==> src/rtl/kalman_tilt_estimator_defines.svh <==
// ----------------------------------------------------------------------------
// Kalman tilt estimator assertion macros
// Shared assertion wrappers; they expand to nothing in synthesis builds.
// ----------------------------------------------------------------------------
`ifndef KALMAN_TILT_ESTIMATOR_DEFINES_SVH
`define KALMAN_TILT_ESTIMATOR_DEFINES_SVH
`ifndef SYNTHESIS
`define KTE_ASSERT_IMP(lbl, clk, rst_n, ante, cons) \
  lbl: assert property (@(posedge clk) disable iff (!rst_n) (ante) |-> (cons)) \
    else $error("same-cycle implication failed");
`define KTE_ASSERT_NXT(lbl, clk, rst_n, ante, cons) \
  lbl: assert property (@(posedge clk) disable iff (!rst_n) (ante) |=> (cons)) \
    else $error("next-cycle implication failed");
`else
`define KTE_ASSERT_IMP(lbl, clk, rst_n, ante, cons)
`define KTE_ASSERT_NXT(lbl, clk, rst_n, ante, cons)
`endif
`endif

==> src/rtl/kte_pkg.sv <==
// ----------------------------------------------------------------------------
// Kalman tilt estimator package
// Shared constants, types, codes and saturating arithmetic helpers.
// ----------------------------------------------------------------------------
package kte_pkg;

  localparam int FRAC_BITS       = 16;
  localparam int CORDIC_STEPS    = 16;
  localparam int CORDIC_ITERS    = (CORDIC_STEPS > 24) ? 24 : CORDIC_STEPS;
  localparam int MS_PER_S        = 1000;
  localparam int HALF_TURN_DEG   = 180;
  localparam int DATA_W          = 32;
  localparam int DIV_NUM_W       = DATA_W + FRAC_BITS + 1;
  localparam int DIV_CNT_W       = $clog2(DIV_NUM_W);
  localparam int MUL_CNT_W       = $clog2(DATA_W);
  localparam int CORDIC_W        = 34;
  localparam int CORDIC_PRESCALE = 14;
  localparam int ITER_W          = (CORDIC_ITERS > 1) ? $clog2(CORDIC_ITERS) : 1;
  localparam int ANG_FRAC        = 24;
  localparam int ZRND_SH         = ANG_FRAC - FRAC_BITS;
  localparam int GYRO_SHIFT      = FRAC_BITS - 4;

  typedef logic signed [DATA_W-1:0] q_t;

  localparam q_t Q_MAX = 32'sh7fff_ffff;
  localparam q_t Q_MIN = 32'sh8000_0000;

  typedef enum logic [2:0] {
    CFG_MIN_PERIOD    = 3'd0,
    CFG_ANGLE_NOISE   = 3'd1,
    CFG_BIAS_NOISE    = 3'd2,
    CFG_MEASURE_NOISE = 3'd3
  } cfg_idx_t;

  typedef enum logic [3:0] {
    OP_DT, OP_ATAN, OP_M1, OP_M2, OP_M3, OP_M4, OP_D0, OP_D1,
    OP_M5, OP_M6, OP_M7, OP_M8, OP_M9, OP_M10
  } op_t;

  function automatic q_t sat32(input logic signed [63:0] v);
    q_t r;
    if (v > 64'(Q_MAX)) r = Q_MAX;
    else if (v < 64'(Q_MIN)) r = Q_MIN;
    else r = v[DATA_W-1:0];
    return r;
  endfunction

  function automatic q_t qadd(input q_t a, input q_t b);
    return sat32(64'(a) + 64'(b));
  endfunction

  function automatic q_t qsub(input q_t a, input q_t b);
    return sat32(64'(a) - 64'(b));
  endfunction

  function automatic logic [DATA_W-1:0] qabs(input q_t v);
    return v[DATA_W-1] ? (DATA_W'(0) - DATA_W'(v)) : DATA_W'(v);
  endfunction

  // Noise registers are in units of 2^-16; align them to the working format.
  function automatic q_t noise_to_q(input logic [15:0] v);
    logic [47:0] w;
    w = {32'd0, v};
    if (FRAC_BITS >= 16) w = w << (FRAC_BITS - 16);
    else w = w >> (16 - FRAC_BITS);
    return q_t'(w[DATA_W-1:0]);
  endfunction

  // Arctangent of 2^-i in degrees, Q.24.
  function automatic logic signed [CORDIC_W-1:0] atan_q24(input logic [4:0] i);
    logic signed [CORDIC_W-1:0] r;
    unique case (i)
      5'd0:    r = 34'sd754974720;
      5'd1:    r = 34'sd445687602;
      5'd2:    r = 34'sd235489088;
      5'd3:    r = 34'sd119537938;
      5'd4:    r = 34'sd60000934;
      5'd5:    r = 34'sd30029717;
      5'd6:    r = 34'sd15018523;
      5'd7:    r = 34'sd7509720;
      5'd8:    r = 34'sd3754917;
      5'd9:    r = 34'sd1877466;
      5'd10:   r = 34'sd938734;
      5'd11:   r = 34'sd469367;
      5'd12:   r = 34'sd234684;
      5'd13:   r = 34'sd117342;
      5'd14:   r = 34'sd58671;
      5'd15:   r = 34'sd29335;
      5'd16:   r = 34'sd14668;
      5'd17:   r = 34'sd7334;
      5'd18:   r = 34'sd3667;
      5'd19:   r = 34'sd1833;
      5'd20:   r = 34'sd917;
      5'd21:   r = 34'sd458;
      5'd22:   r = 34'sd229;
      5'd23:   r = 34'sd115;
      default: r = '0;
    endcase
    return r;
  endfunction

endpackage

==> src/rtl/kte_mul.sv <==
// ----------------------------------------------------------------------------
// Serial fixed-point multiplier
// Shift-add over one multiplier bit per cycle, then round and saturate.
// ----------------------------------------------------------------------------
module kte_mul (
  input  logic        clk,
  input  logic        rst_n,
  input  logic        start,
  input  kte_pkg::q_t a,
  input  kte_pkg::q_t b,
  output logic        done,
  output kte_pkg::q_t result
);
  import kte_pkg::*;

  localparam logic signed [2*DATA_W-1:0] RND = 64'sd1 <<< (FRAC_BITS - 1);

  logic                        busy_r, busy_nxt, fin_r, fin_nxt, done_r, done_nxt;
  logic                        neg_r, neg_nxt;
  logic [MUL_CNT_W-1:0]        cnt_r, cnt_nxt;
  logic [DATA_W-1:0]           mcand_r, mcand_nxt, hi_r, hi_nxt, lo_r, lo_nxt;
  q_t                          res_r, res_nxt;
  logic [DATA_W:0]             sum;
  logic signed [2*DATA_W-1:0]  prod;

  always_comb begin
    busy_nxt  = busy_r;
    fin_nxt   = fin_r;
    done_nxt  = 1'b0;
    neg_nxt   = neg_r;
    cnt_nxt   = cnt_r;
    mcand_nxt = mcand_r;
    hi_nxt    = hi_r;
    lo_nxt    = lo_r;
    res_nxt   = res_r;
    sum  = {1'b0, hi_r} + (lo_r[0] ? {1'b0, mcand_r} : '0);
    prod = neg_r ? -$signed({hi_r, lo_r}) : $signed({hi_r, lo_r});
    if (start) begin
      mcand_nxt = qabs(a);
      lo_nxt    = qabs(b);
      hi_nxt    = '0;
      neg_nxt   = a[DATA_W-1] ^ b[DATA_W-1];
      cnt_nxt   = '0;
      busy_nxt  = 1'b1;
    end else if (busy_r) begin
      hi_nxt  = sum[DATA_W:1];
      lo_nxt  = {sum[0], lo_r[DATA_W-1:1]};
      cnt_nxt = cnt_r + 1'b1;
      if (cnt_r == MUL_CNT_W'(DATA_W - 1)) begin
        busy_nxt = 1'b0;
        fin_nxt  = 1'b1;
      end
    end else if (fin_r) begin
      fin_nxt  = 1'b0;
      done_nxt = 1'b1;
      res_nxt  = sat32((prod + RND) >>> FRAC_BITS);
    end
  end

  always_ff @(posedge clk) begin
    if (!rst_n) begin
      busy_r <= 1'b0;
      fin_r  <= 1'b0;
      done_r <= 1'b0;
    end else begin
      busy_r <= busy_nxt;
      fin_r  <= fin_nxt;
      done_r <= done_nxt;
    end
    neg_r   <= neg_nxt;
    cnt_r   <= cnt_nxt;
    mcand_r <= mcand_nxt;
    hi_r    <= hi_nxt;
    lo_r    <= lo_nxt;
    res_r   <= res_nxt;
  end

  assign done   = done_r;
  assign result = res_r;

endmodule

==> src/rtl/kte_div.sv <==
// ----------------------------------------------------------------------------
// Serial divider
// Restoring division, one quotient bit per cycle, signed saturated result.
// ----------------------------------------------------------------------------
module kte_div (
  input  logic                           clk,
  input  logic                           rst_n,
  input  logic                           start,
  input  logic [kte_pkg::DIV_NUM_W-1:0]  num,
  input  logic [kte_pkg::DATA_W-1:0]     den,
  input  logic                           neg,
  output logic                           done,
  output kte_pkg::q_t                    result
);
  import kte_pkg::*;

  localparam logic [DIV_NUM_W-1:0] LIM_POS = DIV_NUM_W'(64'h7fff_ffff);
  localparam logic [DIV_NUM_W-1:0] LIM_NEG = DIV_NUM_W'(64'h8000_0000);

  logic                  busy_r, busy_nxt, fin_r, fin_nxt, done_r, done_nxt;
  logic                  neg_r, neg_nxt, zero_r, zero_nxt;
  logic [DIV_CNT_W-1:0]  cnt_r, cnt_nxt;
  logic [DATA_W-1:0]     rem_r, rem_nxt, den_r, den_nxt;
  logic [DIV_NUM_W-1:0]  quo_r, quo_nxt;
  q_t                    res_r, res_nxt;
  logic [DATA_W:0]       trial, diff;
  logic                  fits;

  always_comb begin
    busy_nxt = busy_r;
    fin_nxt  = fin_r;
    done_nxt = 1'b0;
    neg_nxt  = neg_r;
    zero_nxt = zero_r;
    cnt_nxt  = cnt_r;
    rem_nxt  = rem_r;
    den_nxt  = den_r;
    quo_nxt  = quo_r;
    res_nxt  = res_r;
    trial = {rem_r, quo_r[DIV_NUM_W-1]};
    diff  = trial - {1'b0, den_r};
    fits  = (trial >= {1'b0, den_r});
    if (start) begin
      rem_nxt  = '0;
      quo_nxt  = num;
      den_nxt  = den;
      neg_nxt  = neg;
      zero_nxt = (den == '0);
      cnt_nxt  = '0;
      busy_nxt = 1'b1;
    end else if (busy_r) begin
      rem_nxt = fits ? diff[DATA_W-1:0] : trial[DATA_W-1:0];
      quo_nxt = {quo_r[DIV_NUM_W-2:0], fits};
      cnt_nxt = cnt_r + 1'b1;
      if (cnt_r == DIV_CNT_W'(DIV_NUM_W - 1)) begin
        busy_nxt = 1'b0;
        fin_nxt  = 1'b1;
      end
    end else if (fin_r) begin
      fin_nxt  = 1'b0;
      done_nxt = 1'b1;
      if (zero_r) res_nxt = '0;
      else if (neg_r) res_nxt = (quo_r > LIM_NEG) ? Q_MIN : q_t'(DATA_W'(0) - quo_r[DATA_W-1:0]);
      else res_nxt = (quo_r > LIM_POS) ? Q_MAX : q_t'(quo_r[DATA_W-1:0]);
    end
  end

  always_ff @(posedge clk) begin
    if (!rst_n) begin
      busy_r <= 1'b0;
      fin_r  <= 1'b0;
      done_r <= 1'b0;
    end else begin
      busy_r <= busy_nxt;
      fin_r  <= fin_nxt;
      done_r <= done_nxt;
    end
    neg_r  <= neg_nxt;
    zero_r <= zero_nxt;
    cnt_r  <= cnt_nxt;
    rem_r  <= rem_nxt;
    den_r  <= den_nxt;
    quo_r  <= quo_nxt;
    res_r  <= res_nxt;
  end

  assign done   = done_r;
  assign result = res_r;

endmodule

==> src/rtl/kte_cordic.sv <==
// ----------------------------------------------------------------------------
// CORDIC arctangent
// Vectoring-mode atan2 in degrees, one rotation per cycle.
// ----------------------------------------------------------------------------
module kte_cordic (
  input  logic               clk,
  input  logic               rst_n,
  input  logic               start,
  input  logic signed [16:0] y_in,
  input  logic signed [16:0] x_in,
  output logic               done,
  output kte_pkg::q_t        result
);
  import kte_pkg::*;

  localparam logic signed [CORDIC_W-1:0] Z_QUARTER =
    CORDIC_W'(HALF_TURN_DEG / 2) <<< ANG_FRAC;
  localparam logic signed [CORDIC_W-1:0] Z_RND = CORDIC_W'(2 ** ZRND_SH) >>> 1;

  logic                       busy_r, busy_nxt, fin_r, fin_nxt, done_r, done_nxt;
  logic                       zero_r, zero_nxt;
  logic [ITER_W-1:0]          iter_r, iter_nxt;
  logic signed [CORDIC_W-1:0] x_r, x_nxt, y_r, y_nxt, z_r, z_nxt;
  logic signed [CORDIC_W-1:0] xe, ye, x0, y0, z0, dx, dy, zr;
  q_t                         res_r, res_nxt;

  always_comb begin
    busy_nxt = busy_r;
    fin_nxt  = fin_r;
    done_nxt = 1'b0;
    zero_nxt = zero_r;
    iter_nxt = iter_r;
    x_nxt    = x_r;
    y_nxt    = y_r;
    z_nxt    = z_r;
    res_nxt  = res_r;
    xe = CORDIC_W'(x_in);
    ye = CORDIC_W'(y_in);
    x0 = xe;
    y0 = ye;
    z0 = '0;
    // Operands left of the y axis are first turned by a quarter turn.
    if (xe < 0) begin
      if (ye >= 0) begin
        x0 = ye;
        y0 = -xe;
        z0 = Z_QUARTER;
      end else begin
        x0 = -ye;
        y0 = xe;
        z0 = -Z_QUARTER;
      end
    end
    dx = x_r >>> iter_r;
    dy = y_r >>> iter_r;
    zr = (z_r + Z_RND) >>> ZRND_SH;
    if (start) begin
      x_nxt    = x0 <<< CORDIC_PRESCALE;
      y_nxt    = y0 <<< CORDIC_PRESCALE;
      z_nxt    = z0;
      zero_nxt = (x_in == '0) && (y_in == '0);
      iter_nxt = '0;
      busy_nxt = 1'b1;
    end else if (busy_r) begin
      if (!y_r[CORDIC_W-1]) begin
        x_nxt = x_r + dy;
        y_nxt = y_r - dx;
        z_nxt = z_r + atan_q24(5'(iter_r));
      end else begin
        x_nxt = x_r - dy;
        y_nxt = y_r + dx;
        z_nxt = z_r - atan_q24(5'(iter_r));
      end
      iter_nxt = iter_r + 1'b1;
      if (iter_r == ITER_W'(CORDIC_ITERS - 1)) begin
        busy_nxt = 1'b0;
        fin_nxt  = 1'b1;
      end
    end else if (fin_r) begin
      fin_nxt  = 1'b0;
      done_nxt = 1'b1;
      res_nxt  = zero_r ? '0 : sat32(64'(zr));
    end
  end

  always_ff @(posedge clk) begin
    if (!rst_n) begin
      busy_r <= 1'b0;
      fin_r  <= 1'b0;
      done_r <= 1'b0;
    end else begin
      busy_r <= busy_nxt;
      fin_r  <= fin_nxt;
      done_r <= done_nxt;
    end
    zero_r <= zero_nxt;
    iter_r <= iter_nxt;
    x_r    <= x_nxt;
    y_r    <= y_nxt;
    z_r    <= z_nxt;
    res_r  <= res_nxt;
  end

  assign done   = done_r;
  assign result = res_r;

endmodule

==> src/rtl/kalman_tilt_estimator.sv <==
// ----------------------------------------------------------------------------
// Kalman tilt estimator
// Two-state (angle, gyro bias) Kalman filter for pitch and roll of an IMU.
// ----------------------------------------------------------------------------
// Each accepted IMU sample whose timestamp lies at least min_period_ms past
// the last update runs one filter update and produces one transfer on the
// result channel holding pitch and roll in degrees, Q16.16. Samples that come
// too early are still accepted but produce no result. All arithmetic of an
// update goes through one bit-serial multiplier (ten products per axis), one
// bit-serial divider (one for the time step and two gains per axis) and one
// CORDIC unit (one rotation per cycle, once per axis), and a sequencer issues
// these operations one at a time. A new sample is taken whenever the sequencer
// is idle, even while the previous result still waits in the output
// register.
module kalman_tilt_estimator (
  input  logic               clk,
  input  logic               rst_n,
  input  logic               in_valid,
  output logic               in_ready,
  input  logic signed [15:0] in_accel_x,
  input  logic signed [15:0] in_accel_y,
  input  logic signed [15:0] in_accel_z,
  input  logic signed [15:0] in_gyro_x,
  input  logic signed [15:0] in_gyro_y,
  input  logic [31:0]        in_time_ms,
  output logic               out_valid,
  input  logic               out_ready,
  output logic signed [31:0] out_pitch_angle,
  output logic signed [31:0] out_roll_angle,
  input  logic               cfg_valid,
  output logic               cfg_ready,
  input  logic [2:0]         cfg_index,
  input  logic [15:0]        cfg_data
);
  import kte_pkg::*;

  `include "kalman_tilt_estimator_defines.svh"

  typedef enum logic [3:0] {
    S_IDLE = 4'b0001,
    S_RUN  = 4'b0010,
    S_WAIT = 4'b0100,
    S_OUT  = 4'b1000
  } state_t;

  state_t state_r, state_nxt;
  op_t    op_r, op_nxt;
  logic   axis_r, axis_nxt;

  // Configuration registers.
  logic [9:0]  min_period_r;
  logic [15:0] angle_noise_r, bias_noise_r, measure_noise_r;

  // Sample and timing registers.
  logic [31:0]        last_r, last_nxt, el_r, el_nxt, elapsed;
  logic signed [15:0] ax_r, ay_r, az_r, gx_r, gy_r;
  logic               early, take;

  // Working values of the current update.
  q_t dt_r, dt_nxt, meas_r, meas_nxt, rate_r, rate_nxt;
  q_t inner_r, inner_nxt, y_r, y_nxt, s_r, s_nxt, k0_r, k0_nxt, k1_r, k1_nxt;
  q_t tmp_a_r, tmp_a_nxt, tmp_b_r, tmp_b_nxt;

  // Filter state: the axis being worked on sits in the current bank, the other
  // axis in the second bank; the banks swap when an axis is finished.
  q_t ang_c_r, ang_c_nxt, bias_c_r, bias_c_nxt, ang_o_r, ang_o_nxt, bias_o_r, bias_o_nxt;
  q_t p_c_r [4];
  q_t p_c_nxt [4];
  q_t p_o_r [4];
  q_t p_o_nxt [4];

  q_t   out_pitch_r, out_pitch_nxt, out_roll_r, out_roll_nxt;
  logic out_valid_r, out_valid_nxt;

  // Arithmetic units.
  logic                  mul_start, mul_done, div_start, div_done, cor_start, cor_done;
  q_t                    mul_a, mul_b, mul_res, div_res, cor_res;
  logic [DIV_NUM_W-1:0]  div_num;
  logic [DATA_W-1:0]     div_den;
  logic                  div_neg;
  logic signed [16:0]    cor_y, cor_x;
  logic                  unit_done;

  q_t qa, qb, rn, rate_in, m;
  logic signed [15:0] g_sel;

  kte_mul u_mul (
    .clk, .rst_n, .start(mul_start), .a(mul_a), .b(mul_b),
    .done(mul_done), .result(mul_res)
  );

  kte_div u_div (
    .clk, .rst_n, .start(div_start), .num(div_num), .den(div_den), .neg(div_neg),
    .done(div_done), .result(div_res)
  );

  kte_cordic u_cordic (
    .clk, .rst_n, .start(cor_start), .y_in(cor_y), .x_in(cor_x),
    .done(cor_done), .result(cor_res)
  );

  assign cfg_ready = 1'b1;
  assign in_ready  = (state_r == S_IDLE);
  assign elapsed   = in_time_ms - last_r;
  assign early     = (elapsed < 32'(min_period_r));
  assign take      = in_valid && in_ready;

  assign qa = noise_to_q(angle_noise_r);
  assign qb = noise_to_q(bias_noise_r);
  assign rn = noise_to_q(measure_noise_r);

  // Pitch pairs with the y gyro, roll with the x gyro.
  assign g_sel   = axis_r ? gx_r : gy_r;
  assign rate_in = sat32(64'(g_sel) <<< GYRO_SHIFT);
  assign cor_y   = axis_r ? 17'(ay_r) : -17'(ax_r);
  assign cor_x   = 17'(az_r);

  assign unit_done = mul_done || div_done || cor_done;
  assign m         = mul_res;

  // Operation launch: each step of the update program starts exactly one unit.
  always_comb begin
    mul_start = 1'b0;
    div_start = 1'b0;
    cor_start = 1'b0;
    mul_a     = '0;
    mul_b     = '0;
    div_num   = '0;
    div_den   = '0;
    div_neg   = 1'b0;
    if (state_r == S_RUN) begin
      unique case (op_r)
        OP_DT: begin
          div_start = 1'b1;
          div_num   = (DIV_NUM_W'(el_r) << FRAC_BITS) + DIV_NUM_W'(MS_PER_S / 2);
          div_den   = DATA_W'(MS_PER_S);
        end
        OP_ATAN: cor_start = 1'b1;
        OP_M1:   begin mul_start = 1'b1; mul_a = dt_r;  mul_b = rate_r;   end
        OP_M2:   begin mul_start = 1'b1; mul_a = dt_r;  mul_b = p_c_r[3]; end
        OP_M3:   begin mul_start = 1'b1; mul_a = dt_r;  mul_b = inner_r;  end
        OP_M4:   begin mul_start = 1'b1; mul_a = qb;    mul_b = dt_r;     end
        OP_D0: begin
          div_start = 1'b1;
          div_num   = DIV_NUM_W'(qabs(p_c_r[0])) << FRAC_BITS;
          div_den   = qabs(s_r);
          div_neg   = p_c_r[0][DATA_W-1] ^ s_r[DATA_W-1];
        end
        OP_D1: begin
          div_start = 1'b1;
          div_num   = DIV_NUM_W'(qabs(p_c_r[2])) << FRAC_BITS;
          div_den   = qabs(s_r);
          div_neg   = p_c_r[2][DATA_W-1] ^ s_r[DATA_W-1];
        end
        OP_M5:   begin mul_start = 1'b1; mul_a = k0_r;  mul_b = y_r;      end
        OP_M6:   begin mul_start = 1'b1; mul_a = k1_r;  mul_b = y_r;      end
        OP_M7:   begin mul_start = 1'b1; mul_a = k0_r;  mul_b = p_c_r[0]; end
        OP_M8:   begin mul_start = 1'b1; mul_a = k0_r;  mul_b = p_c_r[1]; end
        OP_M9:   begin mul_start = 1'b1; mul_a = k1_r;  mul_b = p_c_r[0]; end
        OP_M10:  begin mul_start = 1'b1; mul_a = k1_r;  mul_b = p_c_r[1]; end
        default: ;
      endcase
    end
  end

  // Sequencer and write-back of unit results.
  always_comb begin
    state_nxt     = state_r;
    op_nxt        = op_r;
    axis_nxt      = axis_r;
    last_nxt      = last_r;
    el_nxt        = el_r;
    dt_nxt        = dt_r;
    meas_nxt      = meas_r;
    rate_nxt      = rate_r;
    inner_nxt     = inner_r;
    y_nxt         = y_r;
    s_nxt         = s_r;
    k0_nxt        = k0_r;
    k1_nxt        = k1_r;
    tmp_a_nxt     = tmp_a_r;
    tmp_b_nxt     = tmp_b_r;
    ang_c_nxt     = ang_c_r;
    bias_c_nxt    = bias_c_r;
    ang_o_nxt     = ang_o_r;
    bias_o_nxt    = bias_o_r;
    p_c_nxt       = p_c_r;
    p_o_nxt       = p_o_r;
    out_pitch_nxt = out_pitch_r;
    out_roll_nxt  = out_roll_r;
    out_valid_nxt = out_valid_r && !out_ready;

    unique case (state_r)
      S_IDLE: begin
        if (take && !early) begin
          last_nxt  = in_time_ms;
          el_nxt    = elapsed;
          op_nxt    = OP_DT;
          axis_nxt  = 1'b0;
          state_nxt = S_RUN;
        end
      end
      S_RUN: state_nxt = S_WAIT;
      S_WAIT: begin
        if (unit_done) begin
          state_nxt = S_RUN;
          op_nxt    = op_t'(op_r + 4'd1);
          unique case (op_r)
            OP_DT: dt_nxt = div_res;
            OP_ATAN: begin
              meas_nxt = cor_res;
              rate_nxt = qsub(rate_in, bias_c_r);
            end
            OP_M1: ang_c_nxt = qadd(ang_c_r, m);
            OP_M2: begin
              tmp_a_nxt = m;
              inner_nxt = sat32(64'(m) - 64'(p_c_r[2]) - 64'(p_c_r[1]) + 64'(qa));
            end
            OP_M3: begin
              p_c_nxt[0] = qadd(p_c_r[0], m);
              p_c_nxt[1] = qsub(p_c_r[1], tmp_a_r);
              p_c_nxt[2] = qsub(p_c_r[2], tmp_a_r);
            end
            OP_M4: begin
              p_c_nxt[3] = qadd(p_c_r[3], m);
              y_nxt      = qsub(meas_r, ang_c_r);
              s_nxt      = qadd(p_c_r[0], rn);
            end
            OP_D0: k0_nxt = div_res;
            OP_D1: k1_nxt = div_res;
            OP_M5: ang_c_nxt  = qadd(ang_c_r, m);
            OP_M6: bias_c_nxt = qadd(bias_c_r, m);
            OP_M7: tmp_a_nxt = m;
            OP_M8: tmp_b_nxt = m;
            OP_M9: begin
              p_c_nxt[2] = qsub(p_c_r[2], m);
              p_c_nxt[0] = qsub(p_c_r[0], tmp_a_r);
            end
            OP_M10: begin
              p_c_nxt[3] = qsub(p_c_r[3], m);
              p_c_nxt[1] = qsub(p_c_r[1], tmp_b_r);
              // Axis finished: swap banks so the other axis becomes current.
              p_o_nxt    = p_c_nxt;
              p_c_nxt    = p_o_r;
              ang_o_nxt  = ang_c_r;
              ang_c_nxt  = ang_o_r;
              bias_o_nxt = bias_c_r;
              bias_c_nxt = bias_o_r;
              op_nxt     = OP_ATAN;
              axis_nxt   = 1'b1;
              if (axis_r) state_nxt = S_OUT;
            end
            default: ;
          endcase
        end
      end
      S_OUT: begin
        // After both swaps pitch is back in the current bank.
        if (!out_valid_r || out_ready) begin
          out_pitch_nxt = ang_c_r;
          out_roll_nxt  = ang_o_r;
          out_valid_nxt = 1'b1;
          state_nxt     = S_IDLE;
        end
      end
      default: state_nxt = S_IDLE;
    endcase
  end

  always_ff @(posedge clk) begin
    if (!rst_n) begin
      state_r         <= S_IDLE;
      op_r            <= OP_DT;
      axis_r          <= 1'b0;
      out_valid_r     <= 1'b0;
      last_r          <= '0;
      ang_c_r         <= '0;
      bias_c_r        <= '0;
      ang_o_r         <= '0;
      bias_o_r        <= '0;
      p_c_r           <= '{default: '0};
      p_o_r           <= '{default: '0};
      min_period_r    <= 10'd10;
      angle_noise_r   <= 16'd66;
      bias_noise_r    <= 16'd197;
      measure_noise_r <= 16'd1966;
    end else begin
      state_r     <= state_nxt;
      op_r        <= op_nxt;
      axis_r      <= axis_nxt;
      out_valid_r <= out_valid_nxt;
      last_r      <= last_nxt;
      ang_c_r     <= ang_c_nxt;
      bias_c_r    <= bias_c_nxt;
      ang_o_r     <= ang_o_nxt;
      bias_o_r    <= bias_o_nxt;
      p_c_r       <= p_c_nxt;
      p_o_r       <= p_o_nxt;
      if (cfg_valid && cfg_ready) begin
        unique case (cfg_index)
          CFG_MIN_PERIOD:    min_period_r    <= cfg_data[9:0];
          CFG_ANGLE_NOISE:   angle_noise_r   <= cfg_data;
          CFG_BIAS_NOISE:    bias_noise_r    <= cfg_data;
          CFG_MEASURE_NOISE: measure_noise_r <= cfg_data;
          default: ;
        endcase
      end
    end
    if (take) begin
      ax_r <= in_accel_x;
      ay_r <= in_accel_y;
      az_r <= in_accel_z;
      gx_r <= in_gyro_x;
      gy_r <= in_gyro_y;
    end
    el_r        <= el_nxt;
    dt_r        <= dt_nxt;
    meas_r      <= meas_nxt;
    rate_r      <= rate_nxt;
    inner_r     <= inner_nxt;
    y_r         <= y_nxt;
    s_r         <= s_nxt;
    k0_r        <= k0_nxt;
    k1_r        <= k1_nxt;
    tmp_a_r     <= tmp_a_nxt;
    tmp_b_r     <= tmp_b_nxt;
    out_pitch_r <= out_pitch_nxt;
    out_roll_r  <= out_roll_nxt;
  end

  assign out_valid       = out_valid_r;
  assign out_pitch_angle = out_pitch_r;
  assign out_roll_angle  = out_roll_r;

  // Only one arithmetic unit is ever in flight.
  `KTE_ASSERT_IMP(a_single_unit, clk, rst_n, 1'b1, $onehot0({mul_done, div_done, cor_done}))
  // A unit only finishes while the sequencer waits for it.
  `KTE_ASSERT_IMP(a_done_in_wait, clk, rst_n, unit_done, state_r == S_WAIT)
  // An early sample leaves the timestamp and the sequencer untouched.
  `KTE_ASSERT_NXT(a_early_drop, clk, rst_n, take && early, state_r == S_IDLE && $stable(last_r))

endmodule
==> config.mk <==
export PLATFORM = sky130hd
export DESIGN_NAME = kalman_tilt_estimator
export DESIGN_NICKNAME = d
export VERILOG_FILES = /design/src/rtl/kte_pkg.sv /design/src/rtl/kte_mul.sv /design/src/rtl/kte_div.sv /design/src/rtl/kte_cordic.sv /design/src/rtl/kalman_tilt_estimator.sv
export VERILOG_INCLUDE_DIRS = /design/src /design/src/rtl
export SDC_FILE = /design/constraint.sdc
export NUM_CORES = 2
export LEC_CHECK = 0
export BUFFER_PORTS_ARGS = -buffer_cell sky130_fd_sc_hd__buf_2
export CAP_MARGIN = 40
export CORE_MARGIN = 2
export CORE_UTILIZATION = 30
export DETAILED_ROUTE_END_ITERATION = 10
export PLACE_DENSITY = 0.48
export SLEW_MARGIN = 30
export SYNTH_ARGS = -nofsm -noshare
export SYNTH_HDL_FRONTEND = slang
export SYNTH_HIERARCHICAL = 1
export SYNTH_SLANG_ARGS = --single-unit
export TNS_END_PERCENT = 20
==> constraint.sdc <==
create_clock -name clk -period 12.3 [get_ports clk]
set_clock_uncertainty 0.1 [all_clocks]
set_input_delay 2.46 -clock clk [delete_from_list [all_inputs] [get_ports clk]]
set_output_delay 2.46 -clock clk [all_outputs]
set_load 0.1 [all_outputs]
==> summary.txt <==
CTS
  – Num CTS Buffers: 184
  – Worst skew pair latency: 0.91 ns
  – TritonCTS clock tree: yes
  – Clock-pin slew on the worst setup and hold paths: 0.06 ns
  – Sink Count: 1,439
  – CTS H-tree lvls: 4
  – CTS Root Buffer Type: clkbuf_16
  – Post-CTS setup buffer count: 0
  – CTS Buffer Depth: 4
  – CTS Hold Bufs: 0
  – Post_cts resized: 0

Power
  – PD cells: 105 nW/um^2
  – Leakage: 44.7 nW
  – Max VDD drop: 113 uV

STA
  – Final Cycle Share: 57.3%
  – Worst-margin pin slew: 1.15 ns
  – Final hold violations: 0
  – Setup tns final: 0 ns
  – Max Fclk: 0.142 GHz
  – RSZ-0062 raised after global routing: false
  – Setup-failing EPs final: 0
  – Final Slew Violations: 0
  – Slew Limit Headroom: 23.6%
  – Fin crit period: 7.05 ns

Critical path
  – Crit path DAT: 7.58 ns
  – Max Fanout on Critical Path: 51
  – Crit-path cells: buf_4, buf_16, mux4_1, mux2_2, mux2i_1, nand4bb_1, nor2_2, a31oi_1, xor2_1, ha_1, nand3_1, nor2_1, nand3_1, o21ai_0, a21oi_1, o31ai_1, a221oi_1, xnor3_1, and2_1
  – Worst Setup End Kind: register
  – Delay-heaviest family, CP: compound AO/OA/AOI/OAI gates
  – CP startpoint kind: register
  – CP max stage cell: dfxtp_4
  – R2R cell count: 19
  – CP required: 12.83 ns
  – Crit-path most repeated cell: nand3_1
  – Crit path kind: register to register
  – Worst path depth: 19
  – Worst Path Buf+Inv: 2
  – Largest stage delay on the critical path: 0.82 ns

Logic synthesis
  – Post-synth EDFFs: 809
  – Yosys cell types: 139
  – Flops & latches, synth: 1,439
  – Seq/Total Area, Yosys: 35.4%
  – Cells after Synth: 11,800
  – Post-synth top flop: edfxtp_1
  – Synthesized area: 104,000 um^2
  – Synth Warn #: 6
  – Ys async rst share: 0%
  – Mapped Avg Cell Area: 8.81 um^2

Job
  – Max-cap violation count: 0

Min path
  – Worst hold path depth: 0
  – Hold Crit Class: register to register

Placement
  – Hpwl dp: 298,000 um
  – I/O Buffers: 201
  – GP Congestion: 0.958

Detailed routing
  – WL final: 401,000 um
  – Final ANT Viol Nets: 0
  – TritonRoute pass-1 iters: 10
  – Vias: 91,700
  – DR WL/cell: 24.2 um
  – Vias per Instance: 5.54
  – Initial drt markers: 8,962
  – Residual DRC: 0

Global routing
  – Initial antenna violation count: 25
  – Largest net degree at the start of global routing: 182
  – Global-route wire length before repair: 588,000 um
  – Grt total ovfl: 0
  – Vias in the first global route: 86,100
  – Global Route Usage Sum: 21.9%

Floorplanning
  – Die height: 594 um
  – Ports: 203
  – Rows: 216
  – Die area: 352,000 um^2
  – Die width: 594 um
  – Core Region: 346,000 um^2
  – Initial Util: 30.1%

Outcome
  – Outcome: finished clean

Final layout
  – Share of cells above drive strength 1: 9.50%
  – Final nets: 12,700
  – Fin util: 33.8%
  – Layout area overhead: 12.1%
==> cell families after synthesis <==
family | after synthesis | synth area share [%]
compound gates | 3621 | 22.3
simple gates | 3564 | 16.2
flops | 1439 | 35.4
buf+inv | 1222 | 4.74
xor+xnor | 897 | 7.56
fa+ha+maj | 793 | 9.86
mux | 304 | 3.97
other cells | 2 | 0.00720
==> cell usage after synthesis (134+ instances only) <==
master    instances  area (um^2)
nand2_1        1201         4510
a21oi_1        1165         5830
nor2_1          950         3570
edfxtp_1        809        24300
o21ai_0         776         3880
ha_1            674         8430
dfxtp_1         630        12600
inv_1           569         2140
xnor2_1         539         4720
clkbuf_1        510         1910
xor2_1          356         3120
a21o_1          291         2180
nand3_1         228         1140
nor3_1          224         1120
a31oi_1         140          876
mux2i_1         134         1340
==> power by group <==
group	internal, mW	total [mW]	switching (mW)	leakage [nW]
registers	5.22	5.34	0.125	12.4
clock network	3.33	5.73	2.40	3.03
logic	0.442	1.17	0.726	29.3
==> final timing paths <==
path	start	end	slack (ns)
max	u_cordic/iter_r[1]	u_cordic/x_r[33]	5.25
min	u_cordic/result[10]	meas_r[10]	0.32
max reg2reg	u_cordic/iter_r[1]	u_cordic/x_r[33]	5.25
min reg2reg	u_cordic/result[10]	meas_r[10]	0.32
==> placed cells by master (no fill, tap or decap), types with 95 or more instances in the layout <==
cell type and instances:
nor3_1 218, or3_1 112, and3_1 97, a211oi_1 120, buf_4 183, nor2b_1 99, o31ai_1 125, dfxtp_1 623
a21oi_1 1161, nand2_1 1197, a21o_1 291, edfxtp_1 809, inv_1 563, nor4_1 95, buf_2 213, nand2b_1 127
o21ai_0 773, ha_1 674, nand3_1 227, xnor2_1 539, a31oi_1 139, a222oi_1 117, mux2i_1 134, xor2_1 355
clkbuf_16 188, nor2_1 932
==> cell type report <==
cell class | instances | area [um^2]
well taps | 4578 | 5730
fillers | 35900 | 229000
clock inverters | 108 | 1270
clock buffers | 234 | 4980
diodes | 13 | 32.5
inverters | 572 | 2160
flip-flops and latches | 1439 | 36900
multi-input cells | 9191 | 62800
repair buffers | 427 | 2990
==> through the flow <==
step	instance area (um^2)	std cells	total power, mW	setup slack (ns)	hold slack (ns)
after CTS	117000	16500	12.4	5.06	0.317
after global routing	117000	16600	12.7	4.76	0.324
final	117000	16600	12.2	5.25	0.317
after floorplan	104000	11900	6.26	3.80	0.300
after detailed placement	110000	16200	6.61	5.12	0.305
after global placement	110000	16200	6.61	4.81	0.303
==> state kept, by name (all words and copies together), names as in the netlist, 34 cells and up, named ones only <==
signal        count
p_o_r           128
u_cordic/y_r     34
u_div/quo_r      49
u_cordic/x_r     34
u_cordic/z_r     34
p_c_r           128
==> routing by layer <==
metal / routed length (um) / part of all wire, % / global-route usage, % / vias up
li1: - / - / - / 43500
met1: 181000 / 45 / 30.4 / 44600
met2: 177000 / 44 / 34.2 / 3009
met3: 27800 / 6.9 / 3.34 / 583
met4: 15500 / 3.9 / 7.71 / 0
met5: 0 / 0 / 0 / -
==> worst register-to-register path, cell delays in order, from the launching register on <==
cell and delay (ns):
dfxtp_4 0.82, buf_4 0.43, buf_16 0.29, mux4_1 0.77, mux2_2 0.33, mux2i_1 0.32
nand4bb_1 0.26, nor2_2 0.35, a31oi_1 0.15, xor2_1 0.18, ha_1 0.41, nand3_1 0.17
nor2_1 0.25, nand3_1 0.10, o21ai_0 0.50, a21oi_1 0.28, o31ai_1 0.43, a221oi_1 0.17
xnor3_1 0.34, and2_1 0.16
Note: power is estimated with default switching activity, not from simulation.
